[src/sfdc_pkg.sv]
// ----------------------------------------------------------------------------
// sfdc_pkg
// Shared types and constants for the stuffed frame deframer/checksum core.
// ----------------------------------------------------------------------------
package sfdc_pkg;

   localparam int MAX_FRAME_BYTES_DEF    = 4095;
   localparam int CHECK_START_OFFSET_DEF = 18;
   localparam int MIN_FRAME_BYTES_DEF    = 20;
   localparam int QUEUE_DEPTH_DEF        = 4;

   localparam int LEN_W = 12;
   localparam int SUM_W = 16;

   localparam logic [7:0] BYTE_FA  = 8'hfa;
   localparam logic [7:0] BYTE_AF  = 8'haf;
   localparam logic [7:0] BYTE_FB  = 8'hfb;
   localparam logic [7:0] BYTE_BF  = 8'hbf;
   localparam logic [7:0] ESC_FAAF = 8'h01;
   localparam logic [7:0] ESC_FBBF = 8'h02;
   localparam logic [SUM_W-1:0] SUM_ALL_ONES = 16'hffff;

   localparam logic KIND_BODY    = 1'b0;
   localparam logic KIND_SUMMARY = 1'b1;

   // One decoded beat group: up to three body bytes, or a frame summary.
   typedef struct packed {
      logic             is_summary;
      logic [1:0]       nbytes;
      logic [2:0][7:0]  bytes;
      logic [LEN_W-1:0] frame_length;
      logic             too_short;
   } cmd_type;

endpackage

[src/sfdc_front.sv]
// ----------------------------------------------------------------------------
// sfdc_front
// Delimiter hunt, escape decode and raw length count; one command per byte
// that yields results.
// ----------------------------------------------------------------------------
module sfdc_front #(
   parameter int MAX_FRAME_BYTES = sfdc_pkg::MAX_FRAME_BYTES_DEF,
   parameter int MIN_FRAME_BYTES = sfdc_pkg::MIN_FRAME_BYTES_DEF
) (
   input  logic              clock,
   input  logic              reset,
   input  logic              req_valid,
   output logic              req_ready,
   input  logic [7:0]        req_rx_byte,
   input  logic              q_full,
   output logic              q_push,
   output sfdc_pkg::cmd_type q_cmd
);

   localparam int LEN_CAP_INT = (MAX_FRAME_BYTES < 4095) ? MAX_FRAME_BYTES : 4095;
   localparam logic [sfdc_pkg::LEN_W-1:0] LEN_CAP   = sfdc_pkg::LEN_W'(LEN_CAP_INT);
   localparam logic [sfdc_pkg::LEN_W-1:0] LEN_MIN   = sfdc_pkg::LEN_W'(MIN_FRAME_BYTES);
   localparam logic [sfdc_pkg::LEN_W-1:0] LEN_DELIM = sfdc_pkg::LEN_W'(2);

   typedef enum logic [1:0] {
      HOLD_NONE = 2'd0,
      HOLD_FA   = 2'd1,
      HOLD_FB   = 2'd2,
      HOLD_FBBF = 2'd3
   } hold_type;

   hold_type                    held_ff, held_in;
   logic                        in_frame_ff, in_frame_in;
   logic [sfdc_pkg::LEN_W-1:0]  len_ff, len_in;
   sfdc_pkg::cmd_type           cmd;
   logic [1:0]                  nb;
   logic                        fresh;
   logic                        accept;

   assign req_ready = ~q_full;
   assign accept    = req_valid & req_ready;

   always_comb begin
      held_in     = held_ff;
      in_frame_in = in_frame_ff;
      len_in      = len_ff;
      cmd         = '0;
      nb          = 2'd0;
      fresh       = 1'b0;
      if (!in_frame_ff) begin
         if (held_ff == HOLD_FA && req_rx_byte == sfdc_pkg::BYTE_AF) begin
            in_frame_in = 1'b1;
            held_in     = HOLD_NONE;
            len_in      = LEN_DELIM;
         end else begin
            held_in = (req_rx_byte == sfdc_pkg::BYTE_FA) ? HOLD_FA : HOLD_NONE;
         end
      end else begin
         if (len_ff < LEN_CAP) begin
            len_in = len_ff + sfdc_pkg::LEN_W'(1);
         end
         case (held_ff)
            HOLD_NONE: begin
               fresh = 1'b1;
            end
            HOLD_FA: begin
               if (req_rx_byte == sfdc_pkg::BYTE_AF) begin
                  cmd.is_summary   = 1'b1;
                  cmd.frame_length = len_in;
                  cmd.too_short    = (len_in < LEN_MIN);
                  in_frame_in      = 1'b0;
                  held_in          = HOLD_NONE;
               end else begin
                  cmd.bytes[0] = sfdc_pkg::BYTE_FA;
                  nb           = 2'd1;
                  fresh        = 1'b1;
               end
            end
            HOLD_FB: begin
               if (req_rx_byte == sfdc_pkg::BYTE_BF) begin
                  held_in = HOLD_FBBF;
               end else begin
                  cmd.bytes[0] = sfdc_pkg::BYTE_FB;
                  nb           = 2'd1;
                  fresh        = 1'b1;
               end
            end
            HOLD_FBBF: begin
               nb = 2'd2;
               if (req_rx_byte == sfdc_pkg::ESC_FAAF) begin
                  cmd.bytes[0] = sfdc_pkg::BYTE_FA;
                  cmd.bytes[1] = sfdc_pkg::BYTE_AF;
                  held_in      = HOLD_NONE;
               end else begin
                  cmd.bytes[0] = sfdc_pkg::BYTE_FB;
                  cmd.bytes[1] = sfdc_pkg::BYTE_BF;
                  held_in      = HOLD_NONE;
                  fresh        = (req_rx_byte != sfdc_pkg::ESC_FBBF);
               end
            end
            default: begin
               fresh = 1'b1;
            end
         endcase
         if (fresh) begin
            if (req_rx_byte == sfdc_pkg::BYTE_FA) begin
               held_in = HOLD_FA;
            end else if (req_rx_byte == sfdc_pkg::BYTE_FB) begin
               held_in = HOLD_FB;
            end else begin
               held_in       = HOLD_NONE;
               cmd.bytes[nb] = req_rx_byte;
               nb            = nb + 2'd1;
            end
         end
      end
      cmd.nbytes = nb;
   end

   assign q_cmd  = cmd;
   assign q_push = accept & in_frame_ff & (cmd.is_summary | (nb != 2'd0));

   always_ff @(posedge clock) begin
      if (reset) begin
         held_ff     <= HOLD_NONE;
         in_frame_ff <= 1'b0;
         len_ff      <= '0;
      end else if (accept) begin
         held_ff     <= held_in;
         in_frame_ff <= in_frame_in;
         len_ff      <= len_in;
      end
   end

   a_hunt_hold: assert property (@(posedge clock) disable iff (reset)
      !in_frame_ff |-> (held_ff == HOLD_NONE || held_ff == HOLD_FA))
      else $error("escape prefix held while hunting");
   a_len_cap: assert property (@(posedge clock) disable iff (reset)
      in_frame_ff |-> (len_ff <= LEN_CAP && len_ff >= LEN_DELIM))
      else $error("raw length out of range");

endmodule

[src/sfdc_queue.sv]
// ----------------------------------------------------------------------------
// sfdc_queue
// Short command queue between the decode front and the result back end.
// ----------------------------------------------------------------------------
module sfdc_queue #(
   parameter int DEPTH = sfdc_pkg::QUEUE_DEPTH_DEF
) (
   input  logic              clock,
   input  logic              reset,
   input  logic              push,
   input  sfdc_pkg::cmd_type wdata,
   input  logic              pop,
   output sfdc_pkg::cmd_type rdata,
   output logic              not_empty,
   output logic              full
);

   localparam int PTR_W = (DEPTH > 1) ? $clog2(DEPTH) : 1;
   localparam int CNT_W = $clog2(DEPTH + 1);
   localparam logic [PTR_W-1:0] PTR_LAST = PTR_W'(DEPTH - 1);
   localparam logic [CNT_W-1:0] CNT_FULL = CNT_W'(DEPTH);

   sfdc_pkg::cmd_type  slot_ff [DEPTH];
   logic [PTR_W-1:0]   wr_ptr_ff, rd_ptr_ff;
   logic [CNT_W-1:0]   count_ff;
   logic               do_push, do_pop;

   assign not_empty = (count_ff != '0);
   assign full      = (count_ff == CNT_FULL);
   assign do_push   = push & ~full;
   assign do_pop    = pop & not_empty;
   assign rdata     = slot_ff[rd_ptr_ff];

   always_ff @(posedge clock) begin
      if (do_push) begin
         slot_ff[wr_ptr_ff] <= wdata;
      end
   end

   always_ff @(posedge clock) begin
      if (reset) begin
         wr_ptr_ff <= '0;
         rd_ptr_ff <= '0;
         count_ff  <= '0;
      end else begin
         if (do_push) begin
            wr_ptr_ff <= (wr_ptr_ff == PTR_LAST) ? '0 : wr_ptr_ff + PTR_W'(1);
         end
         if (do_pop) begin
            rd_ptr_ff <= (rd_ptr_ff == PTR_LAST) ? '0 : rd_ptr_ff + PTR_W'(1);
         end
         if (do_push && !do_pop) begin
            count_ff <= count_ff + CNT_W'(1);
         end else if (do_pop && !do_push) begin
            count_ff <= count_ff - CNT_W'(1);
         end
      end
   end

   a_no_overflow: assert property (@(posedge clock) disable iff (reset)
      !(push && full))
      else $error("push into full queue");
   a_count_range: assert property (@(posedge clock) disable iff (reset)
      count_ff <= CNT_FULL)
      else $error("queue count out of range");

endmodule

[src/sfdc_back.sv]
// ----------------------------------------------------------------------------
// sfdc_back
// Drains queued commands one result beat per cycle while rsp_ready allows; keeps the checksum
// window index and the end-around-carry sum.
// ----------------------------------------------------------------------------
module sfdc_back #(
   parameter int CHECK_START_OFFSET = sfdc_pkg::CHECK_START_OFFSET_DEF
) (
   input  logic                          clock,
   input  logic                          reset,
   input  sfdc_pkg::cmd_type             head,
   input  logic                          head_valid,
   output logic                          pop,
   output logic                          rsp_valid,
   input  logic                          rsp_ready,
   output logic                          rsp_kind,
   output logic [7:0]                    rsp_data_byte,
   output logic [sfdc_pkg::SUM_W-1:0]    rsp_checksum,
   output logic [sfdc_pkg::LEN_W-1:0]    rsp_frame_length,
   output logic                          rsp_too_short,
   output logic                          rsp_last
);

   localparam int IDX_W = $clog2(CHECK_START_OFFSET + 1);
   localparam logic [IDX_W-1:0] IDX_START = IDX_W'(2);
   localparam logic [IDX_W-1:0] IDX_CHECK = IDX_W'(CHECK_START_OFFSET);

   logic                          valid_ff;
   logic                          kind_ff, short_ff, last_ff;
   logic [7:0]                    data_ff;
   logic [sfdc_pkg::SUM_W-1:0]    chk_ff;
   logic [sfdc_pkg::LEN_W-1:0]    flen_ff;
   logic [1:0]                    pos_ff;
   logic [IDX_W-1:0]              idx_ff;
   logic [sfdc_pkg::SUM_W-1:0]    sum_ff, sum_in;
   logic [sfdc_pkg::SUM_W:0]      sum_wide;
   logic [sfdc_pkg::SUM_W-1:0]    sum_cpl, sum_swap;
   logic [7:0]                    cur_byte;
   logic                          load, beat_last;

   assign load      = head_valid & (~valid_ff | rsp_ready);
   assign cur_byte  = head.bytes[pos_ff];
   assign beat_last = head.is_summary | (pos_ff == head.nbytes - 2'd1);
   assign pop       = load & beat_last;

   assign sum_wide = {1'b0, sum_ff} + {9'd0, cur_byte};
   always_comb begin
      sum_in = sum_ff;
      if (idx_ff >= IDX_CHECK) begin
         sum_in = sum_wide[sfdc_pkg::SUM_W] ? (sum_wide[sfdc_pkg::SUM_W-1:0] + 16'd1)
                                            : sum_wide[sfdc_pkg::SUM_W-1:0];
      end
   end

   assign sum_cpl  = (sum_ff == sfdc_pkg::SUM_ALL_ONES) ? sum_ff : ~sum_ff;
   assign sum_swap = {sum_cpl[7:0], sum_cpl[15:8]};

   always_ff @(posedge clock) begin
      if (reset) begin
         valid_ff <= 1'b0;
         pos_ff   <= '0;
         idx_ff   <= IDX_START;
         sum_ff   <= '0;
      end else begin
         if (load) begin
            valid_ff <= 1'b1;
         end else if (rsp_ready) begin
            valid_ff <= 1'b0;
         end
         if (load) begin
            if (head.is_summary) begin
               idx_ff <= IDX_START;
               sum_ff <= '0;
               pos_ff <= '0;
            end else begin
               sum_ff <= sum_in;
               if (idx_ff < IDX_CHECK) begin
                  idx_ff <= idx_ff + IDX_W'(1);
               end
               pos_ff <= beat_last ? 2'd0 : pos_ff + 2'd1;
            end
         end
      end
   end

   always_ff @(posedge clock) begin
      if (load) begin
         last_ff <= beat_last;
         if (head.is_summary) begin
            kind_ff  <= sfdc_pkg::KIND_SUMMARY;
            data_ff  <= '0;
            chk_ff   <= sum_swap;
            flen_ff  <= head.frame_length;
            short_ff <= head.too_short;
         end else begin
            kind_ff  <= sfdc_pkg::KIND_BODY;
            data_ff  <= cur_byte;
            chk_ff   <= '0;
            flen_ff  <= '0;
            short_ff <= 1'b0;
         end
      end
   end

   assign rsp_valid        = valid_ff;
   assign rsp_kind         = kind_ff;
   assign rsp_data_byte    = data_ff;
   assign rsp_checksum     = chk_ff;
   assign rsp_frame_length = flen_ff;
   assign rsp_too_short    = short_ff;
   assign rsp_last         = last_ff;

   a_pos_in_cmd: assert property (@(posedge clock) disable iff (reset)
      (head_valid && !head.is_summary) |-> (pos_ff < head.nbytes))
      else $error("beat position beyond command");
   a_partial_held: assert property (@(posedge clock) disable iff (reset)
      (pos_ff != 2'd0) |-> (head_valid && !head.is_summary))
      else $error("partial command left the queue head");

endmodule

[src/stuffed_frame_deframer_checksum_core.sv]
// ----------------------------------------------------------------------------
// stuffed_frame_deframer_checksum_core
// Path: each command is written to a queue slot, then each result beat is registered in the back end.
// Throughput: one raw byte per cycle in while the queue is not full, one result beat per cycle out while
// rsp_ready allows; an escape that decodes to three beats holds the queue head until all three are sent.
// Reset: synchronous, returns to delimiter hunt with an empty queue.
// ----------------------------------------------------------------------------
module stuffed_frame_deframer_checksum_core #(
   parameter int MAX_FRAME_BYTES    = sfdc_pkg::MAX_FRAME_BYTES_DEF,
   parameter int CHECK_START_OFFSET = sfdc_pkg::CHECK_START_OFFSET_DEF,
   parameter int MIN_FRAME_BYTES    = sfdc_pkg::MIN_FRAME_BYTES_DEF,
   parameter int QUEUE_DEPTH        = sfdc_pkg::QUEUE_DEPTH_DEF
) (
   input  logic                          clock,
   input  logic                          reset,
   input  logic                          req_valid,
   output logic                          req_ready,
   input  logic [7:0]                    req_rx_byte,
   output logic                          rsp_valid,
   input  logic                          rsp_ready,
   output logic                          rsp_kind,
   output logic [7:0]                    rsp_data_byte,
   output logic [sfdc_pkg::SUM_W-1:0]    rsp_checksum,
   output logic [sfdc_pkg::LEN_W-1:0]    rsp_frame_length,
   output logic                          rsp_too_short,
   output logic                          rsp_last
);

   sfdc_pkg::cmd_type push_cmd, head_cmd;
   logic              push, pop, head_valid, q_full;

   sfdc_front #(
      .MAX_FRAME_BYTES (MAX_FRAME_BYTES),
      .MIN_FRAME_BYTES (MIN_FRAME_BYTES)
   ) u_front (
      .clock       (clock),
      .reset       (reset),
      .req_valid   (req_valid),
      .req_ready   (req_ready),
      .req_rx_byte (req_rx_byte),
      .q_full      (q_full),
      .q_push      (push),
      .q_cmd       (push_cmd)
   );

   sfdc_queue #(
      .DEPTH (QUEUE_DEPTH)
   ) u_queue (
      .clock     (clock),
      .reset     (reset),
      .push      (push),
      .wdata     (push_cmd),
      .pop       (pop),
      .rdata     (head_cmd),
      .not_empty (head_valid),
      .full      (q_full)
   );

   sfdc_back #(
      .CHECK_START_OFFSET (CHECK_START_OFFSET)
   ) u_back (
      .clock            (clock),
      .reset            (reset),
      .head             (head_cmd),
      .head_valid       (head_valid),
      .pop              (pop),
      .rsp_valid        (rsp_valid),
      .rsp_ready        (rsp_ready),
      .rsp_kind         (rsp_kind),
      .rsp_data_byte    (rsp_data_byte),
      .rsp_checksum     (rsp_checksum),
      .rsp_frame_length (rsp_frame_length),
      .rsp_too_short    (rsp_too_short),
      .rsp_last         (rsp_last)
   );

endmodule

[config.mk]
export PLATFORM = sky130hd
export DESIGN_NAME = stuffed_frame_deframer_checksum_core
export DESIGN_NICKNAME = d
export VERILOG_FILES = /design/src/sfdc_pkg.sv /design/src/sfdc_front.sv /design/src/sfdc_queue.sv /design/src/sfdc_back.sv /design/src/stuffed_frame_deframer_checksum_core.sv
export SDC_FILE = /design/constraint.sdc
export NUM_CORES = 1
export LEC_CHECK = 0
export BUFFER_PORTS_ARGS = -buffer_cell sky130_fd_sc_hd__buf_2
export CORE_MARGIN = 5
export CORE_UTILIZATION = 40
export DETAILED_ROUTE_END_ITERATION = 16
export SYNTH_ARGS = -nofsm -noshare
export SYNTH_HDL_FRONTEND = slang
export SYNTH_SLANG_ARGS = --single-unit
[constraint.sdc]
create_clock -name clock -period 3.25 [get_ports clock]
set_input_delay 0.65 -clock clock [delete_from_list [all_inputs] [get_ports clock]]
set_output_delay 0.65 -clock clock [all_outputs]
set_load 0.01 [all_outputs]
==> results of run 1 <==
## metrics by stage
step	worst slack, ps	area (µm²)
3_5_place_dp	-33.5	12300
4_1_cts	0.631	13200
5_1_grt	-103	13300
3_3_place_gp	11.1	12300
6_report	50.9	13300
2_1_floorplan	0.816	11100
## worst min-delay path: cells and delay by family
family	cells	cell delay [ps]
AND/OR/NAND/NOR	1	70
AO/OA/AOI/OAI	1	50
buffers and inverters	2	130
## synthesized netlist by cell type (all sizes together) (4+ instances only)
| master | count |
|---|---|
| a211oi | 5 |
| a21oi | 51 |
| a22oi | 7 |
| a311oi | 5 |
| a31oi | 8 |
| and2 | 38 |
| and3 | 13 |
| buf | 16 |
| clkbuf | 21 |
| dfxtp | 48 |
| edfxtp | 199 |
| ha | 19 |
| inv | 21 |
| mux2 | 6 |
| mux2i | 17 |
| mux4 | 39 |
| nand2 | 45 |
| nand2b | 6 |
| nand3 | 17 |
| nand4 | 13 |
| nor2 | 61 |
| nor2b | 6 |
| nor3 | 12 |
| nor4 | 4 |
| o211ai | 6 |
| o21a | 11 |
| o21ai | 35 |
| o31ai | 4 |
| or3 | 8 |
| xnor2 | 11 |
| xor2 | 12 |
## layout make-up
cell class	count	area (µm²)	area share, %
Multi-Input combinational cell	499	4040	30.3
Inverter	21	78.8	0.591
Sequential cell	247	6940	52.1
Timing Repair Buffer	131	985	7.39
Clock inverter	12	93.8	0.704
Clock buffer	36	719	5.40
Tap cell	378	473	3.55
## flip-flops by register name, indices dropped and copies added, names as in the netlist, 3 cells and up, named ones only
name	count
u_back.rsp_data_byte	8
u_back.sum_ff	16
u_queue.count_ff	3
u_queue.slot_ff	160
u_back.idx_ff	5
u_back.rsp_checksum	16
u_front.len_ff	12
u_back.rsp_frame_length	12
## how the worst max path moves through the flow
stage,start,end,cells past startpoint
2_1_floorplan,register,u_back.sum_ff[6],14
3_3_place_gp,req_rx_byte[7],u_queue.count_ff[2],14
3_5_place_dp,req_rx_byte[7],u_queue.count_ff[2],14
6_report,register,u_back.sum_ff[6],13
4_1_cts,register,u_back.sum_ff[6],13
5_1_grt,register,u_back.sum_ff[6],13
## repair_timing
| action | 4_1_cts | 5_1_grt |
|---|---|---|
| setup buffers | 3 | 4 |
| endpoints found under the setup margin | 5 | 16 |
| resized for setup | 8 | 22 |
| pin swaps | 5 | 15 |
## cell families (layout without fill, tap and decap cells)
kind of cell	after synthesis	in the layout
flops	247	247
simple gates	236	236
compound gates	157	157
mux	62	62
buf+inv	58	200
xor+xnor	23	23
fa+ha+maj	21	21
## routing by layer
layer	up-vias	part of all wire, %	global-route usage [%]
met2	156	48	23.9
met1	3352	45	19.9
met5	-	0	0
met4	0	2.1	3.93
met3	44	5.1	2.51
li1	3332	-	-
## power groups by stage
stage	clock network (W)	logic (W)	registers (W)
floorplan	0	0.0000208	0.00344
global placement	0	0.0000500	0.00344
detailed placement	0	0.0000501	0.00344
CTS	0.00288	0.0000504	0.00337
global route	0.00301	0.0000549	0.00337
finish	0.00280	0.0000495	0.00337
==> impl_metrics.tcl, run 1 <==
set metrics [dict create \
    status "complete, no violations" \
    synth_top_family_by_area "simple AND/OR/NAND/NOR gates" \
    setup_viol 0 \
    fin_worst_skew_ps 8.35 \
    ys_top_cells_by_area "edfxtp_1, dfxtp_1, mux4_2" \
    hold_class "primary input to register" \
    clock-sinks 247 \
    ys_warn_count 0 \
    seqPwrFrac_pct 54.2 \
    initial_utilization_pct 40.2 \
    nNetsFinal 959 \
    clock_latency_ps 520 \
    sw_frac_of_total_pct 19.3 \
    final_common_cell "edfxtp_1" \
    fin_tns_setup_ps 0 \
    cts_hold_buf 0 \
    vias 6884 \
    syn_to_final_growth_pct 20.3 \
    numCtsBuffers 26 \
    gp_congestion 0.854 \
    holdWs_ps 436 \
    overflow 0 \
    hold_depth 4 \
    synth-compound-area-share_pct 9.52 \
    vias_per_cell 5.20 \
    pwr-share-clk_pct 45.0 \
    wire_per_inst_um 17.2 \
    die-area_um2 31100 \
    synth_fa_ha_area_share_pct 2.51 \
    comb_power_share_pct 0.8 \
    drc 0 \
    drive_gt1_share_pct 27.9 \
    cp-end-kind "register" \
    synth_edf_count 199 \
    start_kind "register" \
    ff2ff_path_depth 13 \
    dp_hpwl_um 15700 \
    power_w 0.00621 \
    cp.required_ps 3660 \
    p_per_area_nw_per_um2 466 \
    fillers 2373 \
    fp.dieH_um 176 \
    die_x_um 176 \
    period_needed_ps 3200 \
    synth_top_area_share_pct 53.9 \
    grt_pass1_vias 6715 \
    grt_usage_pct 14.4 \
    p_leak_nw 4.52 \
    dr.pass1.iters 5 \
    drtAntennaViolNets 0 \
    worstReg2RegEnd "u_back.sum_ff[6]" \
    synth_area_per_cell_um2 13.8 \
    num_rows 61 \
    tightest_slew_ps 827 \
    final_max_slew_viol_count 0 \
    grt_start_max_net_pins 42 \
    synth_cell_types 76 \
    arrival_ps 3610 \
    post-route-util_pct 48.4 \
    hold_viol 0 \
    period_share_pct 98.4 \
    wl_um 22800 \
    drt-initial-drc-count 562 \
    dp_cells 1269 \
    maxCapViolations 0 \
    layout_common_cells "edfxtp_1, buf_4, nor2_1" \
    yosysSeqAreaShare_pct 62.6 \
    max_stage_delay_ps 510 \
    syn_area_um2 11100 \
    relSlewSlack_pct 44.9 \
    yosys_register_bits 247 \
    io_buffers 52 \
    critical_path_class "register to register" \
    ff2ff_setup_slack_ps 50 \
    path_delay_family "multiplexers" \
    max_freq_mhz 313 \
    min_from "rsp_ready" \
    whs_endpoint "u_back.rsp_valid" \
    diodes 0 \
    htree_num_levels 1 \
    path_clk_slew_ps 60 \
    p_int_w 0.00502 \
    yosys_most_used_dff "edfxtp_1" \
    syn_inst 804 \
    cts_buffer_depth 3 \
    core_um2 27600 \
    cts-root-buf "clkbuf_16" \
    post_synth_xor_area_fraction_pct 1.82 \
    worstPathMaxFanout 5 \
    crit_path_top_delay_cell "mux4_2" \
    cts_tree "built" \
    yosysTopAreaCell "edfxtp_1" \
    yosys-mux-area-fraction_pct 10.1 \
    rsz0062_at_grt "true" \
    crit_chain "buf_6 > mux4_2 > mux2i_2 > o21ai_2 > ha_2 > fa_2 > a211oi_2 > buf_4 > nor2_4 > nand4b_1 > nor3_2 > xnor2_1 > a22o_1" \
    io_pins 53 \
    antenna_found_initial 0 \
    async_reset_ff_share_pct 0 \
    synthSimpleGateAreaFrac_pct 11.1 \
    cp.buffers_inverters 2 \
    syn_nets 837 \
    grt_pass1_wl_um 36300 \
    power_switching_w 0.00120 \
    ir_drop_v 0.000369 \
    finalNonFillerCells 1324 \
]
Note: power is estimated with default switching activity, not from simulation.
==> run 2: changes to the inputs <==
clock period = 2.8 ns   (was 3.25 ns; I/O delays follow)
==> run 2 against run 1 <==
Sequential share of layout area decreased by 1.5 points; clock skew increased by 16 ps; maximum frequency increased by 2.2%; power increased by 14%; routed wire length increased by 1.3%; core utilization increased by 1.5 points; non-clock buffer count increased by 24; die area unchanged; setup slack got worse by 380 ps; critical path type unchanged; largest power group unchanged; register-to-register slack got worse by 380 ps; clock power increased by 12%; the flow now finishes with violations (negative setup slack).
==> impl_metrics.tcl, run 2 (synthesized netlist as in run 1, its figures left out) <==
set metrics [dict create \
    largest_reg_flops 160 \
    grt_usage_pct 14.9 \
    path_clk_slew_ps 60 \
    syn_to_final_growth_pct 23.9 \
    die_x_um 176 \
    fin_area_um2 13700 \
    io_pins 53 \
    numCtsBuffers 26 \
    drive_gt1_share_pct 32.1 \
    max_stage_delay_ps 480 \
    drc 0 \
    holdWs_ps 324 \
    final_common_cell "edfxtp_1" \
    overflow 0 \
    fin_tns_setup_ps -3820 \
    dp_hpwl_um 16100 \
    violations "negative setup slack" \
    p_per_area_nw_per_um2 517 \
    io_buffers 52 \
    placed_cell_area_um2 12600 \
    maxCapViolations 0 \
    fin_worst_skew_ps 24.3 \
    ff2ff_setup_slack_ps -330 \
    period_needed_ps 3130 \
    status "finished with violations" \
    vias 6913 \
    max_freq_mhz 320 \
    htree_num_levels 1 \
    ir_drop_v 0.000400 \
    hold_class "primary input to register" \
    p_leak_nw 4.68 \
    dr.pass1.iters 4 \
    relSlewSlack_pct 41.7 \
    cp.buffers_inverters 1 \
    cts-root-buf "clkbuf_16" \
    drt-initial-drc-count 376 \
    drtAntennaViolNets 0 \
    grt_start_max_net_pins 42 \
    num_rows 61 \
    fin_ws_ps -329 \
    vias_per_cell 5.13 \
    setup_viol 18 \
    top_register "u_queue.slot_ff" \
    fp.dieH_um 176 \
    hold_viol 0 \
    wire_per_inst_um 17.1 \
    die-area_um2 31100 \
    grt_pass1_vias 7030 \
    gp_congestion 0.851 \
    cts_buffer_depth 3 \
    tightest_slew_ps 875 \
    cp.required_ps 3220 \
    core_um2 27600 \
    worstPathMaxFanout 5 \
    period_share_pct 112 \
    path_delay_family "multiplexers" \
    wl_um 23100 \
    antenna_found_initial 0 \
    clock-sinks 247 \
    initial_utilization_pct 40.2 \
    diodes 0 \
    start_kind "register" \
    cts_tree "built" \
    rsz0062_at_grt "true" \
    cp-end-kind "register" \
    critical_path_class "register to register" \
    final_max_slew_viol_count 0 \
    crit_path_top_delay_cell "mux4_2" \
    power_w 0.00710 \
    grt_pass1_wl_um 37300 \
    arrival_ps 3550 \
    crit_chain "buf_12 > mux4_2 > mux2i_1 > o21ai_2 > ha_2 > fa_2 > a211oi_4 > nor2_2 > nand4b_1 > nor4_2 > xnor2_1 > o21ai_1" \
    clock_latency_ps 530 \
    nNetsFinal 983 \
    layout_common_cells "edfxtp_1, buf_4, nor2_1" \
]
[run 2: final cells by class]
class / instances / area, µm²
clock inverters: 16 / 104
inverters: 21 / 78.8
well taps: 378 / 473
multi-input cells: 499 / 4170
repair buffers: 155 / 1280
fillers: 2369 / 13800
flip-flops and latches: 247 / 6940
clock buffers: 31 / 679
[run 2: report_power, final]
group | switching [W] | total (W) | leakage [nW] | internal [W]
registers | 0.00000117 | 0.00391 | 2.12 | 0.00391
logic | 0.0000373 | 0.0000603 | 2.17 | 0.0000230
clock network | 0.00139 | 0.00313 | 0.383 | 0.00174
total | 0.00143 | 0.00710 | 4.68 | 0.00567
[run 2: final timing paths]
| kind | to | cells after the start | startpoint |
|---|---|---|---|
| min | u_back.rsp_valid | 4 | rsp_ready |
| max | u_back.sum_ff[7] | 12 | register |
| min reg2reg | u_back.sum_ff[7] | 2 | u_back.sum_ff[7] |
| max reg2reg | u_back.sum_ff[7] | 12 | register |
[run 2: timing repair]
item,in CTS,in global routing
resized for setup,40,6
hold buffers,0,0
pin swaps,18,5
gates cloned,1,0
buffers inserted,8,0
setup endpoints to repair,21,21
[run 2: worst register-to-register path, stage by stage, from the launching register on]
cell and delay, ps:
dfxtp_4 390, buf_12 130, mux4_2 490, mux2i_1 180, o21ai_2 100, ha_2 190, fa_2 370, a211oi_4 310
nor2_2 70, nand4b_1 260, nor4_2 320, xnor2_1 160, o21ai_1 70
[run 2: layer usage]
layer,GRT usage (%),share of wire (%),up-vias
li1,-,-,3389
met1,20.1,45,3390
met2,25.5,49,113
met3,2.55,4.4,21
met4,3.16,1.2,0
met5,0,0,-
[run 2: metrics by stage]
step,setup WS [ps],utilization [%],cells
floorplan,-366,-,804
finish,-329,49.8,1347
global placement,-367,45.9,1291
global route,-504,49.8,1347
CTS,-345,49.7,1347
detailed placement,-395,45.9,1291
